==> src/hdl/utf8ssd_pkg.sv <==
// Shared types, status codes and lead-byte tables for the six-byte UTF-8 decoder.
package utf8ssd_pkg;

  localparam int unsigned CP_W  = 31;
  localparam int unsigned CNT_W = 3;

  // Result status codes
  localparam logic [2:0] ST_OK        = 3'd0;
  localparam logic [2:0] ST_BAD_LEAD  = 3'd1;
  localparam logic [2:0] ST_BAD_CONT  = 3'd2;
  localparam logic [2:0] ST_OVERLONG  = 3'd3;
  localparam logic [2:0] ST_TRUNCATED = 3'd4;

  localparam logic [CNT_W-1:0] MAX_LEN = 3'd6;

  typedef struct packed {
    logic [7:0] data_byte;
    logic       stream_end;
  } in_item_t;

  typedef struct packed {
    logic [CP_W-1:0]  code_point;
    logic [2:0]       status;
    logic [CNT_W-1:0] seq_bytes;
    logic [CNT_W-1:0] error_position;
  } out_item_t;

  typedef struct packed {
    logic [CP_W-1:0]  partial_value;
    logic [CNT_W-1:0] bytes_pending;
    logic [CNT_W-1:0] sequence_length;
  } dec_state_t;

  // Sequence length announced by a lead byte; 0 marks an invalid lead.
  function automatic logic [CNT_W-1:0] lead_length(input logic [7:0] b);
    logic [CNT_W-1:0] n;
    if (b < 8'h80)      n = 3'd1;
    else if (b < 8'hC0) n = 3'd0;
    else if (b < 8'hE0) n = 3'd2;
    else if (b < 8'hF0) n = 3'd3;
    else if (b < 8'hF8) n = 3'd4;
    else if (b < 8'hFC) n = 3'd5;
    else if (b < 8'hFE) n = 3'd6;
    else                n = 3'd0;
    return n;
  endfunction

  function automatic logic [7:0] lead_mask(input logic [CNT_W-1:0] n);
    logic [7:0] m;
    case (n)
      3'd1:    m = 8'h7F;
      3'd2:    m = 8'h1F;
      3'd3:    m = 8'h0F;
      3'd4:    m = 8'h07;
      3'd5:    m = 8'h03;
      3'd6:    m = 8'h01;
      default: m = 8'h00;
    endcase
    return m;
  endfunction

  // Smallest code point that a sequence of length n may carry.
  function automatic logic [CP_W-1:0] min_value(input logic [CNT_W-1:0] n);
    logic [CP_W-1:0] v;
    case (n)
      3'd2:    v = 31'h80;
      3'd3:    v = 31'h800;
      3'd4:    v = 31'h10000;
      3'd5:    v = 31'h200000;
      3'd6:    v = 31'h4000000;
      default: v = '0;
    endcase
    return v;
  endfunction

endpackage

==> src/hdl/utf8_six_byte_stream_decoder.sv <==
// Top level of the six-byte UTF-8 stream decoder: input register, decode, result register.
//
//   channel  | handshake                  | payload
//   ---------+----------------------------+------------------------------------------
//   stream   | stream_valid/stream_ready  | stream_item: data_byte, stream_end
//   cp       | cp_valid/cp_ready          | cp_item: code_point, status, seq_bytes,
//            |                            |          error_position
//
// One byte per clock sustained while cp_ready keeps up: an accepted item sits in the
// input register, is decoded against the sequence state in a single pass as it advances
// and, if it makes a result, lands in the result register, from which it is offered.
// Synchronous reset clears the sequence state and both valid flags.
// A stalled result holds the decode stage and every later item, whether or not it
// makes a result; the input register still takes one more item.
module utf8_six_byte_stream_decoder (
  input  logic                   clk,
  input  logic                   rst,
  input  logic                   stream_valid,
  output logic                   stream_ready,
  input  utf8ssd_pkg::in_item_t  stream_item,
  output logic                   cp_valid,
  input  logic                   cp_ready,
  output utf8ssd_pkg::out_item_t cp_item
);

  utf8ssd_pkg::in_item_t   in_reg;
  logic                    in_full;
  utf8ssd_pkg::dec_state_t state;
  utf8ssd_pkg::dec_state_t state_next;
  logic                    has_result;
  utf8ssd_pkg::out_item_t  result;
  logic                    advance;

  utf8ssd_step u_step (
    .state      (state),
    .item       (in_reg),
    .state_next (state_next),
    .has_result (has_result),
    .result     (result)
  );

  assign advance      = in_full && (!cp_valid || cp_ready);
  assign stream_ready = !in_full || advance;

  always_ff @(posedge clk) begin
    if (rst) begin
      in_full  <= 1'b0;
      cp_valid <= 1'b0;
      state    <= '0;
    end else begin
      if (stream_valid && stream_ready) begin
        in_full <= 1'b1;
      end else if (advance) begin
        in_full <= 1'b0;
      end

      if (advance) begin
        state    <= state_next;
        cp_valid <= has_result;
      end else if (cp_ready) begin
        cp_valid <= 1'b0;
      end
    end
  end

  always_ff @(posedge clk) begin
    if (stream_valid && stream_ready) begin
      in_reg <= stream_item;
    end
    if (advance && has_result) begin
      cp_item <= result;
    end
  end

endmodule

==> src/hdl/utf8ssd_step.sv <==
// Combinational decode of one item against the current sequence state.
module utf8ssd_step (
  input  utf8ssd_pkg::dec_state_t state,
  input  utf8ssd_pkg::in_item_t   item,
  output utf8ssd_pkg::dec_state_t state_next,
  output logic                    has_result,
  output utf8ssd_pkg::out_item_t  result
);

  logic [utf8ssd_pkg::CNT_W-1:0] n_lead;
  logic [utf8ssd_pkg::CNT_W-1:0] n_cur;
  logic [utf8ssd_pkg::CNT_W-1:0] pend_dec;
  logic [utf8ssd_pkg::CP_W-1:0]  shifted;

  always_comb begin
    n_lead   = utf8ssd_pkg::lead_length(item.data_byte);
    n_cur    = (state.sequence_length > utf8ssd_pkg::MAX_LEN) ?
               utf8ssd_pkg::MAX_LEN : state.sequence_length;
    pend_dec = state.bytes_pending - 3'd1;
    shifted  = {state.partial_value[utf8ssd_pkg::CP_W-7:0], item.data_byte[5:0]};

    state_next = state;
    has_result = 1'b0;
    result     = '0;

    if (item.stream_end) begin
      if (state.bytes_pending != '0) begin
        has_result            = 1'b1;
        result.status         = utf8ssd_pkg::ST_TRUNCATED;
        result.seq_bytes      = state.sequence_length;
        result.error_position = state.sequence_length - state.bytes_pending;
        state_next            = '0;
      end
    end else if (state.bytes_pending == '0) begin
      if (n_lead == 3'd0) begin
        has_result       = 1'b1;
        result.status    = utf8ssd_pkg::ST_BAD_LEAD;
        result.seq_bytes = 3'd1;
      end else if (n_lead == 3'd1) begin
        has_result        = 1'b1;
        result.status     = utf8ssd_pkg::ST_OK;
        result.seq_bytes  = 3'd1;
        result.code_point = {23'd0, item.data_byte};
      end else begin
        state_next.partial_value   = {23'd0, item.data_byte & utf8ssd_pkg::lead_mask(n_lead)};
        state_next.sequence_length = n_lead;
        state_next.bytes_pending   = n_lead - 3'd1;
      end
    end else if (item.data_byte[7:6] != 2'b10) begin
      // not a continuation byte: drop it, do not reuse as a lead
      has_result            = 1'b1;
      result.status         = utf8ssd_pkg::ST_BAD_CONT;
      result.seq_bytes      = n_cur;
      result.error_position = n_cur - state.bytes_pending;
      state_next            = '0;
    end else if (pend_dec != '0) begin
      state_next.partial_value = shifted;
      state_next.bytes_pending = pend_dec;
    end else begin
      has_result       = 1'b1;
      result.seq_bytes = n_cur;
      state_next       = '0;
      if (shifted < utf8ssd_pkg::min_value(n_cur)) begin
        result.status         = utf8ssd_pkg::ST_OVERLONG;
        result.error_position = n_cur - 3'd1;
      end else begin
        result.status     = utf8ssd_pkg::ST_OK;
        result.code_point = shifted;
      end
    end
  end

endmodule

==> config.mk <==
export PLATFORM = sky130hd
export DESIGN_NAME = utf8_six_byte_stream_decoder
export DESIGN_NICKNAME = d
export VERILOG_FILES = /design/src/hdl/utf8ssd_pkg.sv /design/src/hdl/utf8_six_byte_stream_decoder.sv /design/src/hdl/utf8ssd_step.sv
export SDC_FILE = /design/constraint.sdc
export NUM_CORES = 1
export LEC_CHECK = 0
export BUFFER_PORTS_ARGS = -buffer_cell sky130_fd_sc_hd__buf_4
export CORE_ASPECT_RATIO = 0.9
export CORE_MARGIN = 8
export CORE_UTILIZATION = 57
export DETAILED_ROUTE_END_ITERATION = 16
export PLACE_DENSITY_LB_ADDON = 0.15
export SLEW_MARGIN = 20
export SYNTH_ARGS = -nofsm -noshare
export SYNTH_HDL_FRONTEND = slang
export SYNTH_SLANG_ARGS = --single-unit
==> constraint.sdc <==
create_clock -name clk -period 9.7 [get_ports clk]
set_input_delay 1.94 -clock clk [delete_from_list [all_inputs] [get_ports clk]]
set_output_delay 1.94 -clock clk [all_outputs]
set_load 0.02 [all_outputs]
Yosys cells after proc, flatten, opt, wreduce, memory -nomap -nowiden
Cells that the tools add are included.
{ "op_classes": {"bitwise_logic": 1, "n_eq_ne": 16, "magnitude_cmp": 9, "n_reduce_logical": 15, "add_sub_neg": 5, "n_mux": 50} }
{ "op_table": {"columns": ["op", "n"], "rows": [
  ["$mux W31", 12],
  ["$pmux W27 S5", 1],
  ["$lt A8 B8 Y1 const B", 7],
  ["$mux W40", 1],
  ["$mux W8", 5],
  ["$mux W37", 1],
  ["$mux W3", 11],
  ["$lt A31 B31 Y1", 1],
  ["$mux W28", 1],
  ["$mux W9", 3],
  ["$pmux W5 S5", 1],
  ["$eq A3 B3 Y1 const B", 6],
  ["$mux W14", 1],
  ["$eq A3 B2 Y1 const B", 4],
  ["$mux W1", 11],
  ["$sub A3 B1 Y3 const B", 3],
  ["$and A8 B8 Y8", 1],
  ["$logic_not A3 Y1", 2],
  ["$mux W6", 1],
  ["$ne A3 B3 Y1 const B", 2],
  ["$reduce_bool A3 Y1", 2],
  ["$sub A3 B3 Y3", 2],
  ["$reduce_and A5 Y1", 1],
  ["$ne A4 B2 Y1 const B", 1],
  ["other kinds (10)", 15]
]} }
{ "totals": {"wordCells": 107, "regBits": 82} }

Depth between registers and ports, before layout
Gate-level depths: netlist (run 1).
{ "depth": {"word_depth": 19, "depth_mapped": 11} }

By module
From an unflattened synthesis (run 1), not the netlist that was laid out.
{ "unflattened": {"cells_unflattened": 448, "hier_area_um2": 4820.9} }
{ "modules_own_cells": {"columns": ["mod", "cells_each", "seq_area_each_um2", "area_each_um2", "instances"], "rows": [
  ["utf8_six_byte_stream_decoder", 221, 2252.2, 3245.6, 1],
  ["utf8ssd_step", 227, 0.0, 1575.3, 1]
]} }

Least setup slack after synthesis (run 1)
Ideal clock, no wire load.
{ "synth_timing": {"path_type": "input -> register", "start": "in cp_ready", "end": "reg cp_item[0] in the netlist's numbering, enable pin", "setup_time_ns": 0.653, "t_arrival_ns": 8.440, "path_stages": 3, "required_time_ns": 9.047, "path_slack_ns": 0.607, "cell_sequence": "nand2b_1 nand2_1 a2111oi_0"} }
{ "synth_via": {"elab_chain_len": 3} }
{ "synth_lines": {"columns": ["item", "line", "source"], "rows": [
  ["start: declaration", "utf8_six_byte_stream_decoder.sv:22", "input logic cp_ready,"],
  ["$logic_or A1 B1 Y1", "utf8_six_byte_stream_decoder.sv:42", "assign advance = in_full && (!cp_valid || cp_ready);"],
  ["$logic_and A1 B1 Y1", "utf8_six_byte_stream_decoder.sv:42", null],
  ["$logic_and A1 B1 Y1", "utf8_six_byte_stream_decoder.sv:70", "if (advance && has_result) begin"],
  ["end signal: assignment", "utf8_six_byte_stream_decoder.sv:71", "cp_item <= result;"],
  ["end: declaration", "utf8_six_byte_stream_decoder.sv:23", "output utf8ssd_pkg::out_item_t cp_item"]
]} }
Every way passes these cells.
A chain may end at the register's enable or synchronous reset.

Final worst setup path (run 1)
{ "layout_timing": {"start": "in cp_ready", "end": "out stream_ready"} }
{ "layout_via": {"elab_chain_len": 3} }
{ "layout_lines": {"columns": ["item", "line", "source"], "rows": [
  ["$logic_or A1 B1 Y1", "utf8_six_byte_stream_decoder.sv:42", null],
  ["$logic_and A1 B1 Y1", "utf8_six_byte_stream_decoder.sv:42", null],
  ["$logic_or A1 B1 Y1", "utf8_six_byte_stream_decoder.sv:43", "assign stream_ready = !in_full || advance;"],
  ["end: declaration", "utf8_six_byte_stream_decoder.sv:19", "output logic stream_ready,"]
]} }
Every way passes these cells.

==> results of run 1 <==
## worst paths after layout
path	from	end	slack (ns)	cells after the start
worst min register to register	state[29]$_SDFFE_PP0P_	state[29]$_SDFFE_PP0P_	0.47	2
worst max register to register	in_reg[2]$_DFFE_PP_	state[8]$_SDFFE_PP0P_	6.38	10
worst min-delay path	state[29]$_SDFFE_PP0P_	state[29]$_SDFFE_PP0P_	0.47	2
worst max-delay path	cp_ready	stream_ready	5.27	4
## Yosys cell counts (5+ instances only)
library cell	n
a21oi_1	33
and2_1	27
clkbuf_1	18
dfxtp_1	33
edfxtp_1	49
ha_1	15
inv_1	11
nand2_1	35
nand2b_1	8
nand3_1	23
nand3b_1	5
nor2_1	11
o21a_1	7
o21ai_0	13
## layer usage
layer | track usage | wire length (um) | up-vias
li1 | - | - | 1407
met1 | 0.2164 | 3488 | 1330
met2 | 0.2795 | 3933 | 91
met3 | 0.04444 | 558 | 11
met4 | 0.05617 | 103 | 0
met5 | 0 | 0 | -
## placed cells by master, fill, tap and decap left out, types with 3 or more instances in the layout
| master | instances |
|---|---|
| dfxtp_1 | 33 |
| nand3_1 | 23 |
| a22oi_1 | 3 |
| nor3_1 | 4 |
| nand4b_1 | 4 |
| ha_1 | 15 |
| clkbuf_8 | 9 |
| o21ai_0 | 13 |
| edfxtp_1 | 49 |
| nor4_1 | 4 |
| nor2_1 | 10 |
| buf_4 | 59 |
| or4_1 | 4 |
| and2_1 | 27 |
| inv_1 | 11 |
| a21o_1 | 3 |
| a31oi_1 | 3 |
| nand3b_1 | 5 |
| nand4_1 | 3 |
| a22o_1 | 4 |
| or4b_1 | 3 |
| a21oi_1 | 33 |
| o21a_1 | 7 |
| nand2b_1 | 8 |
| nand2_1 | 35 |
| xor2_1 | 3 |
| or3_1 | 4 |
## tightest hold or removal path, delay by kind of cell (launching register included)
kind            cells  cell delay, ns
simple gates        1            0.05
compound gates      1            0.05
flops               1            0.32
## where the power goes
| group | switching [uW] | internal, uW |
|---|---|---|
| Clock | 126 | 163 |
| Sequential | 6.02 | 376 |
| Combinational | 31.4 | 20.3 |
| Total | 164 | 559 |
## per-stage QoR
step	setup slack [ns]	instances
floorplan	0.6072	361
global placement	5.298	488
detailed placement	5.280	488
CTS	5.276	504
global route	5.227	504
finish	5.269	504
## cell families after synthesis
group,synth area share
AND/OR/NAND/NOR,0.2060
XOR/XNOR,0.006826
flip-flops,0.5538
adder cells (fa/ha/maj),0.05915
AO/OA/AOI/OAI,0.1320
buffers and inverters,0.03672
multiplexers,0.005525
## final cells by class
cell class	instances	area [um2]	share of cell area
clock inverter	6	93.84	0.02056
sequential	82	2132	0.4672
timing repair buffer	59	442.9	0.09707
inverter	11	41.29	0.009049
clock buffer	10	148.9	0.03263
multi-input combinational	246	1592	0.3488
tap	90	112.6	0.02468
==> run metrics, run 1 <==
status=finished clean; Design Area, Final=approximately 0.0046 mm2; fin crit share=0.4568; Synth top area share=0.3822; total wire length=8.083 mm; critical path class=input pin to primary output; DRC viols=0; Seq cells post-synth=roughly 80; Clk pin slew, worst setup/hold paths=~0.080 ns; drt pass-1 iters=4; worst clock skew=0.004507 ns; Fin Setup TNS=0 ns; cts hold-fix bufs=0; Initial Util=0.5877; Startpoint Class=input pin; via/cell ratio=~5.6; Die W=slightly above 100 um; latest clock arrival within the worst-skew pair=0.35 ns; die area=0.009644 mm2; final net count=439; total gr overflow=0; CP endpoint kind=primary output; Async SR Flop Fraction=0; count of final hold-check violations=0; GRT Util Overall=0.1717; antenna-violating nets left=0; min Tclk post-route=4.431 ns; Layout area overhead=18.52%; Post-Synthesis Cell Area=0.003850 mm2; Post-Syn Nets=391; RSZ-0062 raised after global routing=no; root buffer cell=clkbuf_8; Worst path max stage delay=between 0.15 and 0.2 ns; PortBufs=54; Final Core Density=0.6965; initial antenna violation count=0; H-tree Lvls=3; share of cells above drive strength 1=0.2005; DP Area=approximately 0.0043 mm2; post-CTS sizing=0; Yosys top cell by area=edfxtp_1; Die H=roughly 94 um; clk sink count=between 80 and 90; RD Place Congestion=0.8598; first-pass GRT wire length=between 10 and 15 mm; Worst VDD drop=0.1321 mV; hold slack=about 0.47 ns; post-CTS setup buffer count=0; number of global-route vias before repair=between 2000 and 3000; Static Leak=about 0.0017 uW; Bufs and invs on worst path=2; row count=28; EDFF count, synth=around 50; Core Box Area=between 0.006 and 0.007 mm2; Syn. warnings=0; Synth Instances=about 360; total power=~720 uW; Worst Path Max Fanout=3; clk buf depth=2; pin count of the biggest net entering global routing=38; Inserted Diodes=0; max FFs per register=40; Data arrival, critical path=between 2 and 2.5 ns; Max-slew headroom=0.2846; CTS tree=built; DR WL/cell=~16 um; most frequent CP cell=buf_4; max-slew violations=0; Synth cell types=slightly below 50; Initial DRC Count=about 200; Critical Path, Cell by Cell=buf_4 > nor2b_1 > nand2_1 > buf_4; Avg Synthesized Cell Area=between 10 and 15 um2; PwrDens=between 150 and 200 mW/mm2; final setup vio count=0; prevailing post-synth register cell=edfxtp_1; Max Clk Rate=between 0.2 and 0.25 GHz; top cells by area, synth=edfxtp_1, dfxtp_1, ha_1, and2_1, a21oi_1; worst min path class=flip-flop to flip-flop; DPL Wire Length=5.624 mm; DR vias=2839; sequential element share of the synthesized area=0.5538; CP required=between 7 and 8 ns; CP max stage cell=nor2b_1; crit-path leading delay family=buffers and inverters; total of max-cap violations=0; CTS Buf Count=9; Slew @ Worst Pin=around 1.1 ns; boundary pin count=55; fillers=496
Power figures use the tool's default switching activity.
==> run 2: changes to the inputs <==
clock period = 4.1 ns   (was 9.7 ns; I/O delays follow)
==> run metrics, run 2 (synthesis gave the netlist of run 1 again) <==
Max Clk Rate=just under 0.3 GHz; CP Capture Point=cp_item[8]$_SDFFCE_PN0P_ (was stream_ready); initial antenna violation count=0 (unchanged); Data arrival, critical path=3.39 ns (was 2.49 ns); worst min path class=flip-flop to flip-flop (unchanged); Inserted Diodes=0 (unchanged); GRT Util Overall=0.1821 (was 0.1717); RD Place Congestion=0.8559 (was 0.8598); total wire length=8.388 mm (was 8.083 mm); CTS Buf Count=9 (unchanged); Sw Ratio=0.2305 (was 0.2264); Die W=102.6 um (unchanged); latest clock arrival within the worst-skew pair=0.36 ns (was 0.35 ns); Die H=93.97 um (unchanged); clk sink count=82 (unchanged); root buffer cell=clkbuf_8 (unchanged); most frequent cells in the layout=buf_4, edfxtp_1, nand2_1 (unchanged); Static Leak=0.001677 uW (was 0.001687 uW); critical path depth=8 (was 4); Psw=382.6 uW (was 163.6 uW); PwrDens=364.6 mW/mm2 (was 158.4 mW/mm2); final net count=439 (unchanged); DR WL/cell=16.64 um (was 16.04 um); fin cells=504 (unchanged); worst clock skew=0.008198 ns (was 0.004507 ns); max FFs per register=40 (unchanged); cts hold-fix bufs=0 (unchanged); boundary pin count=55 (unchanged); Max-slew headroom=0.3935 (was 0.2846); drt pass-1 iters=4 (unchanged); crit path from=in_reg[4]$_DFFE_PP_ (was cp_ready); post-CTS setup buffer count=0 (unchanged); Bufs and invs on worst path=2 (unchanged); DPL Wire Length=5.858 mm (was 5.624 mm); post-CTS sizing=0 (unchanged); sequential share of power=0.544 (was 0.528); RR Startpoint=in_reg[4]$_DFFE_PP_ (was in_reg[2]$_DFFE_PP_); Core Box Area=0.006551 mm2 (unchanged); Clk pin slew, worst setup/hold paths=0.08 ns (about the same); Pint=1277 uW (was 559.1 uW); Design Area, Final=0.004551 mm2 (was 0.004563 mm2); DR vias=2904 (was 2839); status=finished clean (unchanged); clock network power share=0.382 (was 0.400); critical path class=flip-flop to flip-flop (was input pin to primary output); R2R setup slack=0.73 ns (was 6.38 ns); total power=1659 uW (was 722.8 uW); Initial Util=0.5877 (unchanged); CP max stage cell=a2111oi_4 (was nor2b_1); most common cell after layout, fill and taps aside=buf_4 (unchanged); crit-path leading delay family=compound AO/OA/AOI/OAI gates (was buffers and inverters); row count=28 (unchanged); via/cell ratio=5.762 (was 5.633); fin crit share=0.8223; CTS tree=built (unchanged); number of global-route vias before repair=2753 (was 2720); most frequent CP cell=ha_1 (was buf_4); share of cells above drive strength 1=0.1957 (was 0.2005); Placed Cells=488 (unchanged); H-tree Lvls=3 (unchanged); Comb pwr share=0.074 (was 0.072); DP Area=0.004330 mm2 (was 0.004320 mm2); RSZ-0062 raised after global routing=no (unchanged); pin count of the biggest net entering global routing=38 (unchanged); total of max-cap violations=0 (unchanged); count of final hold-check violations=0 (unchanged); min Tclk post-route=3.371 ns; die area=0.009644 mm2 (unchanged); CP required=4.12 ns (was 7.76 ns); FF-to-FF End=cp_item[8]$_SDFFCE_PN0P_ (was state[8]$_SDFFE_PP0P_); Slew @ Worst Pin=0.9079 ns (was 1.072 ns); Critical Path, Cell by Cell=inv_1 > o21ai_0 > a31oi_1 > ha_1 > ha_1 > nor3b_1 > a2111oi_4 > buf_4 (was buf_4 > nor2b_1 > nand2_1 > buf_4); final setup vio count=0 (unchanged); PortBufs=54 (unchanged); antenna-violating nets left=0 (unchanged); Fin Setup TNS=0 ns (unchanged); Reg2Reg Depth=8 (was 10); Layout area overhead=18.20% (was 18.52%); Initial DRC Count=184 (was 201); Worst Path Max Fanout=30 (was 3); Worst VDD drop=0.2090 mV (was 0.1321 mV); DRC viols=0 (unchanged); max-slew violations=0 (unchanged); CP endpoint kind=flip-flop (was primary output); total gr overflow=0 (unchanged); clk buf depth=2 (unchanged); first-pass GRT wire length=13.48 mm (was 13.10 mm); Worst path max stage delay=0.81 ns (was 0.17 ns); Startpoint Class=flip-flop (was input pin)
run 2: cell types whose count changed in the layout (fill, tap and decap cells not counted), sizes merged:
cell,change
inv,+1
clkbuf,+2
bufinv,-1
clkinv,-2
run 2: per-stage QoR:
stage                     worst slack (ns)    util  hold WS, ns
after floorplan                     0.7236       -       0.4352
after global placement              0.9063  0.6610       0.4531
after detailed placement            0.7363  0.6610       0.4581
after CTS                           0.7317  0.6946       0.4703
after global routing                0.4926  0.6946       0.4911
final                               0.7287  0.6946       0.4710
run 2: final cells by class:
cell class | instances | area (um2)
Fill cell | 500 | 2001
Clock buffer | 12 | 166.4
Tap cell | 90 | 112.6
Multi-Input combinational cell | 246 | 1602
Clock inverter | 4 | 53.80
Timing Repair Buffer | 59 | 442.9
Inverter | 11 | 41.29
Sequential cell | 82 | 2132
run 2: worst min path at each step:
stage / start / to / slack (ns) / cells past startpoint
final: state[28]$_SDFFE_PP0P_ / state[28]$_SDFFE_PP0P_ / 0.47 / 2
after CTS: state[28]$_SDFFE_PP0P_ / state[28]$_SDFFE_PP0P_ / 0.47 / 2
after global placement: state[28]$_SDFFE_PP0P_ / state[28]$_SDFFE_PP0P_ / 0.45 / 2
after detailed placement: state[28]$_SDFFE_PP0P_ / state[28]$_SDFFE_PP0P_ / 0.46 / 2
after global routing: state[28]$_SDFFE_PP0P_ / state[28]$_SDFFE_PP0P_ / 0.49 / 2
after floorplan: state[27]$_SDFFE_PP0P_ / state[27]$_SDFFE_PP0P_ / 0.44 / 2
run 2: per-layer routing:
layer / wire length, um / global-route usage / vias up
li1: - / - / 1410
met1: 3550 / 0.2149 / 1362
met2: 4085 / 0.2984 / 107
met3: 524 / 0.04963 / 25
met4: 228 / 0.09035 / 0
met5: 0 / 0 / -
run 2: power by group through the flow:
stage	Clock [uW]	Combinational, uW	Sequential (uW)
global placement	0	120	920
floorplan	0	66.1	930
detailed placement	0	122	921
CTS	644	123	903
global route	676	133	905
finish	634	123	903
run 2: worst register-to-register path: cells and delay by family (launching register included):
family	cells	cell delay, ns
AOI/OAI and AO/OA	3	1.31
buffers and inverters	2	0.57
adders and majority gates	2	0.55
DFF	1	0.46
and+or+nand+nor	1	0.13
==> run 3: changes to the inputs <==
CORE_UTILIZATION = 51   (was 57)
clock period = 2.9 ns   (was 4.1 ns; I/O delays follow)
==> run metrics, run 3 (synthesis gave the netlist of run 1 again) <==
status=finished clean (unchanged); clock network power share=0.342 (was 0.382); post-CTS sizing=0 (unchanged); Comb pwr share=0.088 (was 0.074); Clk pin slew, worst setup/hold paths=0.09 ns (was 0.08 ns); DR WL met3=601 um (was 524 um); Pint=1674 uW (was 1277 uW); clk sink count=82 (unchanged); boundary pin count=55 (unchanged); Slew @ Worst Pin=0.6019 ns (was 0.9079 ns); Static Leak=0.001715 uW (was 0.001677 uW); Core Box Area=0.007432 mm2 (was 0.006551 mm2); PortBufs=54 (unchanged); total wire length=8.764 mm (was 8.388 mm); DPL Wire Length=6.080 mm (was 5.858 mm); DR WL/cell=16.85 um (was 16.64 um); count of final hold-check violations=0 (unchanged); CTS Buf Count=9 (unchanged); Max-slew headroom=0.5935 (was 0.3935); Worst path max stage delay=0.52 ns (was 0.81 ns); die area=0.01059 mm2 (was 0.009644 mm2); Startpoint Class=flip-flop (unchanged); CP max stage cell=or4b_1 (was a2111oi_4); Max Clk Rate=0.3735 GHz (was 0.2966 GHz); worst min path class=input pin to flip-flop (was flip-flop to flip-flop); wl on met1=3.754 mm (was 3.550 mm); Initial Util=0.5180 (was 0.5877); PwrDens=479.5 mW/mm2 (was 364.6 mW/mm2); Inserted Diodes=0 (unchanged); cts hold-fix bufs=0 (unchanged); total gr overflow=0 (unchanged); number of global-route vias before repair=2922 (was 2753); CP endpoint kind=flip-flop (unchanged); Max Used Layer=met4 (unchanged); Worst Hold Launch=stream_item[2] (was state[28]$_SDFFE_PP0P_); Fin Setup TNS=0 ns (unchanged); GRT Util Overall=0.1738 (was 0.1821); row count=30 (was 28); Initial DRC Count=190 (was 184); first-pass GRT wire length=14.77 mm (was 13.48 mm); max FFs per register=40 (unchanged); Critical Path, Cell by Cell=nand3b_1 > a31oi_1 > inv_1 > ha_2 > ha_4 > nor4b_2 > a2bb2oi_2 > or4b_1 > o21ai_0 (was inv_1 > o21ai_0 > a31oi_1 > ha_1 > ha_1 > nor3b_1 > a2111oi_4 > buf_4); Die H=98.43 um (was 93.97 um); worst clock skew=0.008192 ns (was 0.008198 ns); RR Startpoint=in_reg[2]$_DFFE_PP_ (was in_reg[4]$_DFFE_PP_); initial antenna violation count=0 (unchanged); clk buf depth=2 (unchanged); min Tclk post-route=2.677 ns (was 3.371 ns); H-tree Lvls=3 (unchanged); CTS tree=built (unchanged); CP required=3.18 ns (was 4.12 ns); most common cell after layout, fill and taps aside=buf_4 (unchanged); latest clock arrival within the worst-skew pair=0.36 ns (about the same); DR vias=2948 (was 2904); WL met2=4.210 mm (was 4.085 mm); Die W=107.6 um (was 102.6 um); via/cell ratio=5.669 (was 5.762); DP Area=0.004462 mm2 (was 0.004330 mm2); fin crit share=0.9233 (was 0.8223); Design Area, Final=0.004647 mm2 (was 0.004551 mm2); post-CTS setup buffer count=0 (unchanged); DRC viols=0 (unchanged); antenna-violating nets left=0 (unchanged); pin count of the biggest net entering global routing=38 (unchanged); Layout area overhead=20.70% (was 18.20%); Data arrival, critical path=2.96 ns (was 3.39 ns); crit path from=in_reg[2]$_DFFE_PP_ (was in_reg[4]$_DFFE_PP_); Worst Path Max Fanout=10 (was 30); final net count=449 (was 439); RD Place Congestion=0.8490 (was 0.8559); RSZ-0062 raised after global routing=no (unchanged); critical path class=flip-flop to flip-flop (unchanged); drt pass-1 iters=4 (unchanged); root buffer cell=clkbuf_8 (unchanged); most frequent cells in the layout=buf_4, edfxtp_1, nand2_1 (unchanged); Sw Ratio=0.2488 (was 0.2305); max-slew violations=0 (unchanged); sequential share of power=0.570 (was 0.544); total of max-cap violations=0 (unchanged); share of cells above drive strength 1=0.2288 (was 0.1957); final setup vio count=0 (unchanged); Psw=554.4 uW (was 382.6 uW); Worst VDD drop=0.2970 mV (was 0.2090 mV)
==> run 3: area by class of cell <==
cell class	count	area [um2]
multi-input combinational	246	1644
inverter	11	41.29
fill	612	2785
clock inverter	5	37.54
sequential	82	2132
timing repair buffer	69	530.5
clock buffer	11	141.4
tap	96	120.1
==> run 3: through the flow <==
stage | hold slack [ns] | power [uW] | cells | utilization | setup WS [ns]
finish | 0.3940 | 2228 | 520 | 0.6253 | 0.2226
detailed placement | 0.4604 | 1493 | 504 | 0.6003 | 0.08588
floorplan | 0.4352 | 1415 | 361 | - | -0.2410
global route | 0.3747 | 2314 | 520 | 0.6253 | 0.04005
global placement | 0.4489 | 1490 | 504 | 0.6003 | 0.2807
CTS | 0.3779 | 2244 | 520 | 0.6244 | 0.05823
==> run 3: path summary, 6_finish.rpt <==
path	to	slack (ns)	cells after the start
worst max-delay path	state[8]$_SDFFE_PP0P_	0.22	9
worst min-delay path	in_reg[2]$_DFFE_PP_	0.39	1
worst max register to register	state[8]$_SDFFE_PP0P_	0.22	9
worst min register to register	state[29]$_SDFFE_PP0P_	0.47	2
==> run 3: critical path: cells and delay by family, from the launching register on <==
family,cells,cell delay [ns]
AND/OR/NAND/NOR,3,1.08
adder cells (fa/ha/maj),2,0.41
flip-flops,1,0.43
buffers and inverters,1,0.10
AO/OA/AOI/OAI,3,0.57
==> run 3: power groups by stage <==
| stage | registers [uW] | logic, uW | clock network (uW) |
|---|---|---|---|
| finish | 1270 | 197 | 761 |
| global route | 1270 | 213 | 827 |
| CTS | 1270 | 197 | 777 |
| detailed placement | 1300 | 196 | 0 |
| global placement | 1300 | 195 | 0 |
| floorplan | 1310 | 101 | 0 |
==> run 3: metal layers <==
metal  vias up  track usage
met2       117       0.2685
li1       1437            -
met5         -            0
met3        13      0.03653
met1      1381       0.2224
met4         0      0.09168
